**src/bbps_pkg.sv**
```systemverilog
// Shared types, widths and reset constants for the battery boost power sequencer.
package bbps_pkg;

   localparam int SAMPLES_PER_TICK_DEFAULT = 15;

   localparam int ADC_W      = 10;
   localparam int TIME_W     = 32;
   localparam int CV_W       = 9;
   localparam int PHASE_W    = 3;
   localparam int SUM_W      = 14;
   localparam int CSR_DATA_W = 32;
   localparam int CSR_ADDR_W = 5;

   localparam logic [CV_W-1:0]   CHARGE_FULL_CV_RESET = CV_W'(350);
   localparam logic [CV_W-1:0]   LOW_LIMIT_CV_RESET   = CV_W'(280);
   localparam logic [CV_W-1:0]   DISCONNECT_CV_RESET  = CV_W'(50);
   localparam logic [TIME_W-1:0] STEPUP_TIME_RESET    = TIME_W'(20000);
   localparam logic [TIME_W-1:0] GRACE_TIME_RESET     = TIME_W'(20000);
   localparam logic [ADC_W-1:0]  NO_SUPPLY_CODE_RESET = ADC_W'(1020);

   localparam logic [CV_W-1:0]   NO_SUPPLY_CV = CV_W'(1);

   typedef enum logic [2:0] {
      REG_CHARGE_FULL_CV = 3'd0,
      REG_LOW_LIMIT_CV   = 3'd1,
      REG_DISCONNECT_CV  = 3'd2,
      REG_STEPUP_TIME_MS = 3'd3,
      REG_GRACE_TIME_MS  = 3'd4,
      REG_NO_SUPPLY_CODE = 3'd5
   } csr_index_type;

   typedef struct packed {
      logic [ADC_W-1:0]  adc_sample;
      logic [TIME_W-1:0] now_ms;
   } req_word_type;

   typedef struct packed {
      logic               tick_done;
      logic [PHASE_W-1:0] phase_code;
      logic               charge_on;
      logic               stepup_on;
      logic               meter_power_on;
      logic [CV_W-1:0]    batt_cv;
   } rsp_word_type;

   typedef struct packed {
      logic [CV_W-1:0]   charge_full_cv;
      logic [CV_W-1:0]   low_limit_cv;
      logic [CV_W-1:0]   disconnect_cv;
      logic [TIME_W-1:0] stepup_time_ms;
      logic [TIME_W-1:0] grace_time_ms;
      logic [ADC_W-1:0]  no_supply_code;
   } cfg_type;

   typedef struct packed {
      logic            step;
      logic [CV_W-1:0] cv;
   } tick_type;

   typedef struct packed {
      logic [PHASE_W-1:0] phase_code;
      logic               charge_on;
      logic               stepup_on;
      logic               meter_power_on;
   } status_type;

endpackage

```
**src/bbps_csr.sv**
```systemverilog
// Configuration register file behind the APB-style port.
module bbps_csr (
   input  logic                                clock,
   input  logic                                reset,
   input  logic                                psel,
   input  logic                                penable,
   input  logic                                pwrite,
   input  logic [bbps_pkg::CSR_ADDR_W-1:0]     paddr,
   input  logic [bbps_pkg::CSR_DATA_W-1:0]     pwdata,
   output logic [bbps_pkg::CSR_DATA_W-1:0]     prdata,
   output logic                                pready,
   output bbps_pkg::cfg_type                   cfg
);

   bbps_pkg::cfg_type       cfg_ff;
   bbps_pkg::cfg_type       cfg_in;
   bbps_pkg::csr_index_type index;
   logic                    write_en;

   assign index    = bbps_pkg::csr_index_type'(paddr[bbps_pkg::CSR_ADDR_W-1:2]);
   assign write_en = psel && penable && pwrite;
   assign pready   = 1'b1;
   assign cfg      = cfg_ff;

   always_comb begin
      cfg_in = cfg_ff;
      if (write_en) begin
         unique case (index)
            bbps_pkg::REG_CHARGE_FULL_CV: cfg_in.charge_full_cv = pwdata[bbps_pkg::CV_W-1:0];
            bbps_pkg::REG_LOW_LIMIT_CV:   cfg_in.low_limit_cv   = pwdata[bbps_pkg::CV_W-1:0];
            bbps_pkg::REG_DISCONNECT_CV:  cfg_in.disconnect_cv  = pwdata[bbps_pkg::CV_W-1:0];
            bbps_pkg::REG_STEPUP_TIME_MS: cfg_in.stepup_time_ms = pwdata[bbps_pkg::TIME_W-1:0];
            bbps_pkg::REG_GRACE_TIME_MS:  cfg_in.grace_time_ms  = pwdata[bbps_pkg::TIME_W-1:0];
            bbps_pkg::REG_NO_SUPPLY_CODE: cfg_in.no_supply_code = pwdata[bbps_pkg::ADC_W-1:0];
            default: ;
         endcase
      end
   end

   always_comb begin
      unique case (index)
         bbps_pkg::REG_CHARGE_FULL_CV: prdata = bbps_pkg::CSR_DATA_W'(cfg_ff.charge_full_cv);
         bbps_pkg::REG_LOW_LIMIT_CV:   prdata = bbps_pkg::CSR_DATA_W'(cfg_ff.low_limit_cv);
         bbps_pkg::REG_DISCONNECT_CV:  prdata = bbps_pkg::CSR_DATA_W'(cfg_ff.disconnect_cv);
         bbps_pkg::REG_STEPUP_TIME_MS: prdata = bbps_pkg::CSR_DATA_W'(cfg_ff.stepup_time_ms);
         bbps_pkg::REG_GRACE_TIME_MS:  prdata = bbps_pkg::CSR_DATA_W'(cfg_ff.grace_time_ms);
         bbps_pkg::REG_NO_SUPPLY_CODE: prdata = bbps_pkg::CSR_DATA_W'(cfg_ff.no_supply_code);
         default:                      prdata = '0;
      endcase
   end

   always_ff @(posedge clock) begin
      if (reset) begin
         cfg_ff.charge_full_cv <= bbps_pkg::CHARGE_FULL_CV_RESET;
         cfg_ff.low_limit_cv   <= bbps_pkg::LOW_LIMIT_CV_RESET;
         cfg_ff.disconnect_cv  <= bbps_pkg::DISCONNECT_CV_RESET;
         cfg_ff.stepup_time_ms <= bbps_pkg::STEPUP_TIME_RESET;
         cfg_ff.grace_time_ms  <= bbps_pkg::GRACE_TIME_RESET;
         cfg_ff.no_supply_code <= bbps_pkg::NO_SUPPLY_CODE_RESET;
      end else begin
         cfg_ff <= cfg_in;
      end
   end

endmodule

```
**src/bbps_avg.sv**
```systemverilog
// Sample accumulator, group average by reciprocal multiply, and code to centivolt scaling.
module bbps_avg #(
   parameter int SAMPLES_PER_TICK = bbps_pkg::SAMPLES_PER_TICK_DEFAULT
) (
   input  logic                           clock,
   input  logic                           reset,
   input  logic                           advance,
   input  logic [bbps_pkg::ADC_W-1:0]     adc_sample,
   input  logic [bbps_pkg::ADC_W-1:0]     no_supply_code,
   output bbps_pkg::tick_type             tick,
   output logic [bbps_pkg::CV_W-1:0]      batt_cv
);

   localparam int CNT_W      = (SAMPLES_PER_TICK > 1) ? $clog2(SAMPLES_PER_TICK) : 1;
   localparam int DIV_SHIFT  = bbps_pkg::SUM_W + CNT_W;
   localparam int MUL_W      = DIV_SHIFT + 1;
   localparam int DIV_MULT   = ((2 ** DIV_SHIFT) + SAMPLES_PER_TICK - 1) / SAMPLES_PER_TICK;
   localparam int PROD_W     = bbps_pkg::SUM_W + MUL_W;
   localparam int SCALE_W    = bbps_pkg::ADC_W + 9;

   logic [bbps_pkg::SUM_W-1:0] sum_ff;
   logic [bbps_pkg::SUM_W-1:0] sum_in;
   logic [CNT_W-1:0]           count_ff;
   logic [CNT_W-1:0]           count_in;
   logic [bbps_pkg::CV_W-1:0]  last_cv_ff;
   logic [bbps_pkg::CV_W-1:0]  last_cv_in;

   logic [bbps_pkg::SUM_W-1:0] sum_total;
   logic                       last_sample;
   logic [PROD_W-1:0]          quot_prod;
   logic [bbps_pkg::ADC_W-1:0] avg;
   logic [SCALE_W-1:0]         avg_ext;
   logic [SCALE_W-1:0]         scaled;
   logic [bbps_pkg::CV_W-1:0]  cv_new;

   assign sum_total   = sum_ff + bbps_pkg::SUM_W'(adc_sample);
   assign last_sample = (count_ff == CNT_W'(SAMPLES_PER_TICK - 1));

   // floor(sum / N) as (sum * ceil(2^S / N)) >> S, exact over the whole sum range
   assign quot_prod = PROD_W'(sum_total) * PROD_W'(DIV_MULT);
   assign avg       = quot_prod[DIV_SHIFT +: bbps_pkg::ADC_W];

   // avg * 500 = avg * 512 - avg * 8 - avg * 4
   assign avg_ext = SCALE_W'(avg);
   assign scaled  = (avg_ext << 9) - (avg_ext << 3) - (avg_ext << 2);
   assign cv_new  = (avg >= no_supply_code) ? bbps_pkg::NO_SUPPLY_CV
                                            : scaled[SCALE_W-1 -: bbps_pkg::CV_W];

   assign tick.step = advance && last_sample;
   assign tick.cv   = cv_new;
   assign batt_cv   = last_cv_in;

   always_comb begin
      sum_in     = sum_ff;
      count_in   = count_ff;
      last_cv_in = last_cv_ff;
      if (advance) begin
         if (last_sample) begin
            sum_in     = '0;
            count_in   = '0;
            last_cv_in = cv_new;
         end else begin
            sum_in   = sum_total;
            count_in = count_ff + CNT_W'(1);
         end
      end
   end

   always_ff @(posedge clock) begin
      if (reset) begin
         sum_ff     <= '0;
         count_ff   <= '0;
         last_cv_ff <= '0;
      end else begin
         sum_ff     <= sum_in;
         count_ff   <= count_in;
         last_cv_ff <= last_cv_in;
      end
   end

endmodule

```
**src/bbps_seq.sv**
```systemverilog
// Power sequencer state machine with wrap-safe step-up and grace timeouts.
module bbps_seq (
   input  logic                           clock,
   input  logic                           reset,
   input  bbps_pkg::tick_type             tick,
   input  logic [bbps_pkg::TIME_W-1:0]    now_ms,
   input  bbps_pkg::cfg_type              cfg,
   output bbps_pkg::status_type           status
);

   typedef enum logic [bbps_pkg::PHASE_W-1:0] {
      PH_INIT         = 3'd0,
      PH_CHARGE       = 3'd1,
      PH_START_STEPUP = 3'd2,
      PH_STEPUP       = 3'd3,
      PH_METER        = 3'd4,
      PH_NORMAL       = 3'd5
   } phase_type;

   phase_type                   phase_ff;
   phase_type                   phase_in;
   phase_type                   phase_cur;
   logic [bbps_pkg::TIME_W-1:0] stepup_start_ff;
   logic [bbps_pkg::TIME_W-1:0] stepup_start_in;
   logic [bbps_pkg::TIME_W-1:0] grace_start_ff;
   logic [bbps_pkg::TIME_W-1:0] grace_start_in;
   logic                        charge_ff;
   logic                        charge_in;
   logic                        stepup_ff;
   logic                        stepup_in;
   logic                        meter_ff;
   logic                        meter_in;
   logic [bbps_pkg::TIME_W-1:0] stepup_elapsed;
   logic [bbps_pkg::TIME_W-1:0] grace_elapsed;

   assign stepup_elapsed = now_ms - stepup_start_ff;
   assign grace_elapsed  = now_ms - grace_start_ff;
   assign phase_cur      = (tick.cv < cfg.disconnect_cv) ? PH_INIT : phase_ff;

   always_comb begin
      phase_in        = phase_ff;
      stepup_start_in = stepup_start_ff;
      grace_start_in  = grace_start_ff;
      charge_in       = charge_ff;
      stepup_in       = stepup_ff;
      meter_in        = meter_ff;
      if (tick.step) begin
         unique case (phase_cur)
            PH_INIT: begin
               charge_in = 1'b1;
               stepup_in = 1'b0;
               meter_in  = 1'b0;
               phase_in  = PH_CHARGE;
            end
            PH_CHARGE: begin
               charge_in = 1'b1;
               stepup_in = 1'b0;
               meter_in  = 1'b0;
               if (tick.cv >= cfg.charge_full_cv) begin
                  stepup_start_in = now_ms;
                  phase_in        = PH_START_STEPUP;
               end
            end
            PH_START_STEPUP: begin
               charge_in = 1'b1;
               stepup_in = 1'b1;
               meter_in  = 1'b0;
               phase_in  = PH_STEPUP;
            end
            PH_STEPUP: begin
               if (tick.cv < cfg.low_limit_cv) begin
                  phase_in = PH_INIT;
               end else if (stepup_elapsed > cfg.stepup_time_ms) begin
                  phase_in = PH_METER;
               end
            end
            PH_METER: begin
               meter_in       = 1'b1;
               grace_start_in = now_ms;
               phase_in       = PH_NORMAL;
            end
            default: begin
               if (grace_elapsed > cfg.grace_time_ms) begin
                  charge_in = 1'b1;
               end
            end
         endcase
      end
   end

   assign status.phase_code     = phase_in;
   assign status.charge_on      = charge_in;
   assign status.stepup_on      = stepup_in;
   assign status.meter_power_on = meter_in;

   always_ff @(posedge clock) begin
      if (reset) begin
         phase_ff        <= PH_INIT;
         stepup_start_ff <= '0;
         grace_start_ff  <= '0;
         charge_ff       <= 1'b1;
         stepup_ff       <= 1'b0;
         meter_ff        <= 1'b0;
      end else begin
         phase_ff        <= phase_in;
         stepup_start_ff <= stepup_start_in;
         grace_start_ff  <= grace_start_in;
         charge_ff       <= charge_in;
         stepup_ff       <= stepup_in;
         meter_ff        <= meter_in;
      end
   end

   a_charge_drive: assert property (@(posedge clock) disable iff (reset)
      phase_ff == PH_CHARGE |-> charge_ff && !stepup_ff && !meter_ff)
      else $error("charge phase with wrong switch drive");

   a_stepup_drive: assert property (@(posedge clock) disable iff (reset)
      (phase_ff == PH_STEPUP || phase_ff == PH_METER) |-> stepup_ff && !meter_ff)
      else $error("step-up phase with wrong switch drive");

   a_normal_drive: assert property (@(posedge clock) disable iff (reset)
      phase_ff == PH_NORMAL |-> stepup_ff && meter_ff)
      else $error("normal phase without step-up and meter power");

endmodule

```
**src/battery_boost_power_sequencer_core.sv**
```systemverilog
// Top level of the battery boost power sequencer: input register, result register, datapath.
//
//   port group | direction | word
//   req_*      | in        | req_word_type: adc_sample, now_ms
//   rsp_*      | out       | rsp_word_type: tick_done, phase, switch drives, batt_cv
//   APB        | in/out    | six configuration registers at byte address 4*i
//
// One word per cycle while rsp_stall is low; each word passes through the input register
// and then the result register before it appears on rsp_*.
// The averaging multiply, scaling and sequencer step sit between the two registers.
// Synchronous reset clears valids and sequencer state; the block is ready right away.
// rsp_stall holds the result register; req_stall rises only when both registers are full.
module battery_boost_power_sequencer_core #(
   parameter int SAMPLES_PER_TICK = bbps_pkg::SAMPLES_PER_TICK_DEFAULT
) (
   input  logic                                clock,
   input  logic                                reset,
   input  logic                                req_valid,
   output logic                                req_stall,
   input  bbps_pkg::req_word_type              req_data,
   output logic                                rsp_valid,
   input  logic                                rsp_stall,
   output bbps_pkg::rsp_word_type              rsp_data,
   input  logic                                psel,
   input  logic                                penable,
   input  logic                                pwrite,
   input  logic [bbps_pkg::CSR_ADDR_W-1:0]     paddr,
   input  logic [bbps_pkg::CSR_DATA_W-1:0]     pwdata,
   output logic [bbps_pkg::CSR_DATA_W-1:0]     prdata,
   output logic                                pready
);

   logic                   in_valid_ff;
   logic                   in_valid_in;
   bbps_pkg::req_word_type in_word_ff;
   bbps_pkg::req_word_type in_word_in;
   logic                   rsp_valid_ff;
   logic                   rsp_valid_in;
   bbps_pkg::rsp_word_type rsp_word_ff;
   bbps_pkg::rsp_word_type rsp_word_in;

   logic                       advance;
   logic                       req_accept;
   bbps_pkg::cfg_type          cfg;
   bbps_pkg::tick_type         tick;
   bbps_pkg::status_type       status;
   logic [bbps_pkg::CV_W-1:0]  batt_cv;

   assign advance    = in_valid_ff && (!rsp_valid_ff || !rsp_stall);
   assign req_stall  = in_valid_ff && !advance;
   assign req_accept = req_valid && !req_stall;
   assign rsp_valid  = rsp_valid_ff;
   assign rsp_data   = rsp_word_ff;

   bbps_csr u_csr (
      .clock   (clock),
      .reset   (reset),
      .psel    (psel),
      .penable (penable),
      .pwrite  (pwrite),
      .paddr   (paddr),
      .pwdata  (pwdata),
      .prdata  (prdata),
      .pready  (pready),
      .cfg     (cfg)
   );

   bbps_avg #(
      .SAMPLES_PER_TICK (SAMPLES_PER_TICK)
   ) u_avg (
      .clock          (clock),
      .reset          (reset),
      .advance        (advance),
      .adc_sample     (in_word_ff.adc_sample),
      .no_supply_code (cfg.no_supply_code),
      .tick           (tick),
      .batt_cv        (batt_cv)
   );

   bbps_seq u_seq (
      .clock  (clock),
      .reset  (reset),
      .tick   (tick),
      .now_ms (in_word_ff.now_ms),
      .cfg    (cfg),
      .status (status)
   );

   always_comb begin
      in_valid_in = in_valid_ff;
      in_word_in  = in_word_ff;
      if (req_accept) begin
         in_valid_in = 1'b1;
         in_word_in  = req_data;
      end else if (advance) begin
         in_valid_in = 1'b0;
      end
   end

   always_comb begin
      rsp_valid_in = rsp_valid_ff;
      rsp_word_in  = rsp_word_ff;
      if (advance) begin
         rsp_valid_in               = 1'b1;
         rsp_word_in.tick_done      = tick.step;
         rsp_word_in.phase_code     = status.phase_code;
         rsp_word_in.charge_on      = status.charge_on;
         rsp_word_in.stepup_on      = status.stepup_on;
         rsp_word_in.meter_power_on = status.meter_power_on;
         rsp_word_in.batt_cv        = batt_cv;
      end else if (!rsp_stall) begin
         rsp_valid_in = 1'b0;
      end
   end

   always_ff @(posedge clock) begin
      if (reset) begin
         in_valid_ff  <= 1'b0;
         rsp_valid_ff <= 1'b0;
      end else begin
         in_valid_ff  <= in_valid_in;
         rsp_valid_ff <= rsp_valid_in;
      end
      in_word_ff  <= in_word_in;
      rsp_word_ff <= rsp_word_in;
   end

   a_advance_loads: assert property (@(posedge clock) disable iff (reset)
      advance |=> rsp_valid_ff)
      else $error("advanced word did not reach the result register");

   a_stall_only_full: assert property (@(posedge clock) disable iff (reset)
      req_stall |-> rsp_valid_ff && in_valid_ff)
      else $error("input stalled with a free register");

   a_tick_updates_cv: assert property (@(posedge clock) disable iff (reset)
      !tick.step && advance |-> batt_cv == $past(batt_cv) || $past(reset))
      else $error("battery voltage changed without a completed group");

endmodule

```
**config.mk**
```make
export PLATFORM = sky130hd
export DESIGN_NAME = battery_boost_power_sequencer_core
export DESIGN_NICKNAME = d
export VERILOG_FILES = /design/src/bbps_pkg.sv /design/src/bbps_csr.sv /design/src/bbps_avg.sv /design/src/bbps_seq.sv /design/src/battery_boost_power_sequencer_core.sv
export SDC_FILE = /design/constraint.sdc
export NUM_CORES = 1
export LEC_CHECK = 0
export CORE_AREA = 3 3 186 188
export DETAILED_ROUTE_END_ITERATION = 10
export DIE_AREA = 0 0 189 191
export DONT_BUFFER_PORTS = 1
export HOLD_SLACK_MARGIN = 0.02
export PLACE_DENSITY = 0.74
export SYNTH_ARGS = -nofsm -noshare
export SYNTH_HDL_FRONTEND = slang
export SYNTH_HIERARCHICAL = 1
export SYNTH_SLANG_ARGS = --single-unit
```
**constraint.sdc**
```tcl
create_clock -name clock -period 11.8 [get_ports clock]
set_input_delay 2.36 -clock clock [delete_from_list [all_inputs] [get_ports clock]]
set_output_delay 2.36 -clock clock [all_outputs]
set_load 0.005 [all_outputs]
```
# == Word-level counts from Yosys, hierarchy flattened ==
# Index checks and enable logic that the tools add are counted.
# op_classes
muxes,23
n_lt_le_gt_ge,6
n_mul,1
add_sub_neg,6
reduce_logical,25
eq_ne,11
# op_table
operator,count
$pmux W32 S6,1
$gt A32 B32 Y1,2
$sub A32 B32 Y32,2
$mul A14 B15 Y28 const B,1
$mux W9,3
$sub A19 B12 Y19,1
$sub A19 B13 Y19,1
$lt A9 B9 Y1,2
$mux W3,5
$pmux W3 S5,1
$add A14 B10 Y14,1
$mux W14,1
$reduce_and A2 Y1,7
$eq A3 B2 Y1 const B,4
$ge A10 B10 Y1,1
$eq A3 B3 Y1 const B,3
$ge A9 B9 Y1,1
$mux W1,8
$eq A3 B1 Y1 const B,2
$logic_and A1 B1 Y1,6
$logic_not A3 Y1,2
$pmux W1 S2,3
$add A4 B1 Y4 const B,1
$eq A4 B4 Y1 const B,1
other kinds (8),12
# word_totals
ff_bits,258
in_bits,86
word_cells,97

# == Depth between registers and ports, before layout ==
# logic_depth
word_depth,11
ltp_mapped,51
depth_no_buf,49

# == By module ==
# The synthesis kept the hierarchy.
# modules_own_cells
mod,cells_per_inst,area_per_inst_um2,seq_area_each_um2,n_inst
bbps_seq,1086,7881.3,1401.3,1
bbps_avg,612,5099.9,540.5,1
bbps_csr,522,4598.2,2021.9,1
battery_boost_power_sequencer_core,68,1828.0,1781.7,1

# == Worst setup path after synthesis ==
# Ideal clock, no wire load.
# synth_timing
path_type,reg2reg
from,register in_word_ff[32] in the netlist's numbering
to,register u_seq/stepup_start_ff[1] in the netlist's numbering
slack_ns,1.809
setup_time_ns,0.132
arrival_time_ns,9.859
stages_incl_launch_ff,50
required_ns,11.668
synth_period_minus_slack_ns,9.991
path_cell_list,edfxtp_1 -> ha_1 -> inv_1 -> fa_1 -> nor2b_1 -> o21ai_1 -> a21boi_1 -> o21ai_0 -> a21boi_1 -> o21a_1 -> o31a_1 -> o21a_1 -> xnor2_1 -> ha_1 -> inv_1 -> fa_1 -> fa_1 -> inv_1 -> (+14 left out) -> ha_1 -> inv_1 -> nor3_1 -> nand2_1 -> o211ai_1 -> o2bb2ai_1 -> o21ai_0 -> xor2_1 -> nor2_1 -> ha_1 -> a21o_1 -> a31oi_2 -> nor2_1 -> and3_1 -> clkbuf_1 -> clkbuf_1 -> nand2_1 -> a21oi_1
# synth_lines
item,line,rtl
from (decl),battery_boost_power_sequencer_core.sv:35,bbps_pkg::req_word_type in_word_ff;
from (signal assigned),battery_boost_power_sequencer_core.sv:124,in_word_ff <= in_word_in;
to (signal assigned),bbps_seq.sv:106,stepup_start_ff <= stepup_start_in;
to (decl),bbps_seq.sv:23,logic [bbps_pkg::TIME_W-1:0] stepup_start_ff;

==> qor.csv <==
metric,value,unit
status,finished clean,
cpPeakStageDelay,0.53,ns
finClkSkew,0.01873,ns
die_h,191,µm
power.switching,1.512,mW
finalCritPeriodShare,0.9423,
fin_nets,2632,
dr.pass1.iters,6,
core_area,33280,µm²
synth_top_area_cell,dfxtp_1,
finalCriticalPeriod,11.12,ns
root_buffer,clkbuf_16,
grt.overflow.total,0,
yosys.cell_types.count,93,
drive_gt1_frac,0.05812,
cpMostUsedCell,inv_1,
gp_congestion,0.9112,
switching_share,0.4030,
syn_nets,2672,
ff2ff_setup_slack,0.68,ns
dieWidth,189,µm
finalSetupTns,0,ns
drv_slew,0,
synth_flop_cell,dfxtp_1,
p_int,2.240,mW
clkSinkCount,258,
synth_top_area_share,0.2063,
cts_buffers,29,
grt_setup_unrepaired,false,
synth-edff-count,58,
yosysWarnings,6,
min_to,u_seq/stepup_start_ff[15],
pre_cts_slack,0.4353,ns
cp_slowest_cell,xnor3_2,
drt_iter0_drc,1473,
row_count,67,
via_count,16380,
design_area,20760,µm²
p_per_area,180.7,nW/µm²
worst_r2r_endpoint,rsp_data[12],
wl_per_cell,18.90,µm
wl,51410,µm
rr_startpoint,u_avg/sum_ff[0],
hold_depth,2,
avgSynthCellArea,8.482,µm²
syn-cell-area,19410,µm²
min-delay-start,u_seq/stepup_start_ff[15],
maxCapViolCount,0,
grt_pass1_vias,15670,
cts_buffer_depth,3,
start_util,0.5831,
synth_area_leaders,"dfxtp_1 (21%), ha_1 (18%), edfxtp_1 (9.0%)",
ys_seq_area_frac,0.2960,
ys_ff_latch,258,
hold_slack,0.4540,ns
timing_hold_violations_final,0,
grt_pass1_wl,81440,µm
startpoint_type,flip-flop,
die_area,36100,µm²
ir_worst_vdd,0.0001472,V
clk_latency,0.58,ns
grtUsageMet1,0.3832,
io-pin-count,137,
end_kind,flip-flop,
cp_max_fo,8,
antenna_found_initial,1,
clk_transition_reported_paths,0.06,ns
ant_nets,0,
register_area,5746,µm²
fill_cells,2893,
fin_ws,0.6806,ns
clkPwrFrac,0.246,
criticalPathCategory,flip-flop to flip-flop,
gr-max-usage-layer,met2,
grt_max_degree,221,
track_usage,0.2759,
p_comb_frac,0.505,
met3_usage,0.05428,
timing.slew.headroom,0.2509,
worstPathRequired,12.15,ns
synthArstFlopShare,0,
syn_inst,2288,
arrival,11.47,ns
tightest_slew,1.119,ns
multiInputGateArea,12320,µm²
power_leakage,8.748,nW
cts_max_level,1,
vias_per_cell,6.022,
fmax,0.08993,GHz
dp_hpwl,37550,µm
hp-class,flip-flop to flip-flop,
area_growth,6.995,%
reg2reg_depth,47,
p_seq_frac,0.249,
setup_viol,0,
cts_tree,done,
grt_util_met2,0.4364,
drc,0,
place_area,19700,µm²
portBuffers,0,
## timing repair
action                                  CTS  global route
endpoints found under the setup margin    0            76
hold buffers                              0             0
setup buffers                             0             2
gates resized for setup                   0            19
## state kept, by name, summed over array words and instances (netlist names)
signal / cells
u_csr/cfg: 101
in_word_ff: 42
u_seq/grace_start_ff: 32
u_seq/stepup_start_ff: 32
rsp_data: 16
u_avg/sum_ff: 14
u_avg/last_cv_ff: 9
u_avg/count_ff: 4
u_seq/phase_ff: 3
in_valid_ff: 1
rsp_valid: 1
u_seq/charge_ff: 1
u_seq/meter_ff: 1
u_seq/stepup_ff: 1
## metal layers
| metal | wire (µm) | vias to the layer above | part of all wire |
|---|---|---|---|
| li1 | - | 7957 | - |
| met2 | 22510 | 567 | 0.44 |
| met4 | 1392 | 0 | 0.027 |
| met3 | 4030 | 96 | 0.078 |
| met1 | 23480 | 7761 | 0.46 |
| met5 | 0 | - | 0 |
## worst max path at each step
| stage | start | end | slack [ns] |
|---|---|---|---|
| 2_1_floorplan | in_word_ff[32] | u_seq/stepup_start_ff[1] | 1.81 |
| 3_3_place_gp | in_word_ff[32] | u_seq/grace_start_ff[21] | 0.59 |
| 3_5_place_dp | u_avg/sum_ff[0] | u_seq/grace_start_ff[3] | 0.44 |
| 4_1_cts | u_avg/sum_ff[0] | u_seq/grace_start_ff[3] | 0.36 |
| 5_1_grt | in_word_ff[35] | u_seq/stepup_start_ff[22] | 0.02 |
| 6_report | u_avg/sum_ff[0] | rsp_data[12] | 0.68 |
## kinds of logic (layout without fill, tap and decap cells)
group                    count (synthesis)  after routing  synth area share
AO/OA/AOI/OAI                          635            635            0.2093
AND/OR/NAND/NOR                        596            596            0.1473
buffers and inverters                  355            338           0.07324
adder cells (fa/ha/maj)                298            298            0.2006
flip-flops                             258            258            0.2960
XOR/XNOR                                82             82           0.03965
multiplexers                            63             63           0.03365
other                                    1              2         0.0001932
## area by class of cell
type,instances,area share
Clock buffer,41,0.04007
Inverter,264,0.04772
Timing Repair Buffer,20,0.008617
Sequential cell,258,0.2767
Tap cell,448,0.02699
Antenna cell,1,0.0001205
Clock inverter,13,0.006447
Multi-Input combinational cell,1675,0.5933
## cells in the mapped netlist, types with 49 or more instances
| cell | instances |
|---|---|
| a21o_1 | 74 |
| a21oi_1 | 241 |
| clkbuf_1 | 61 |
| dfxtp_1 | 200 |
| edfxtp_1 | 58 |
| ha_1 | 276 |
| inv_1 | 260 |
| mux2i_1 | 54 |
| nand2_1 | 204 |
| nand3_1 | 83 |
| nor2_1 | 133 |
| o21ai_0 | 121 |
| xnor2_1 | 49 |
## cell usage in the layout (no fill, tap or decap), types with 23 or more instances in the layout
master and n:
mux2i_1 53, a21oi_1 240, inv_1 260, a21o_1 74, xnor2_1 49, dfxtp_1 200
nand3_1 83, nand2_1 204, nand2b_1 32, ha_1 276, o21ai_0 121, nor2_1 132
clkbuf_16 30, edfxtp_1 58, o21a_1 26, a22o_1 23, xor2_1 27
## through the flow
stage | utilization | cells | power [mW]
6_report | 0.6239 | 2720 | 3.753
4_1_cts | 0.6208 | 2717 | 3.708
5_1_grt | 0.6239 | 2720 | 4.054
3_5_place_dp | 0.5918 | 2663 | 2.762
2_1_floorplan | - | 2288 | 2.353
3_3_place_gp | 0.5918 | 2663 | 2.722
## power by group through the flow
stage	Combinational [mW]	Clock, mW	Sequential (mW)
6_report	1.89	0.923	0.935
3_3_place_gp	1.77	0	0.955
2_1_floorplan	1.40	0	0.949
5_1_grt	2.14	0.973	0.937
3_5_place_dp	1.81	0	0.955
4_1_cts	1.83	0.942	0.935
## worst max-delay path, delay by kind of cell, from the launching register on
kind	cells	cell delay (ns)
adder cells (fa/ha/maj)	11	4.00
XOR/XNOR	3	0.89
AO/OA/AOI/OAI	17	3.52
AND/OR/NAND/NOR	9	1.72
flip-flops	1	0.33
buffers and inverters	7	0.43
Power figures use the tool's default switching activity.
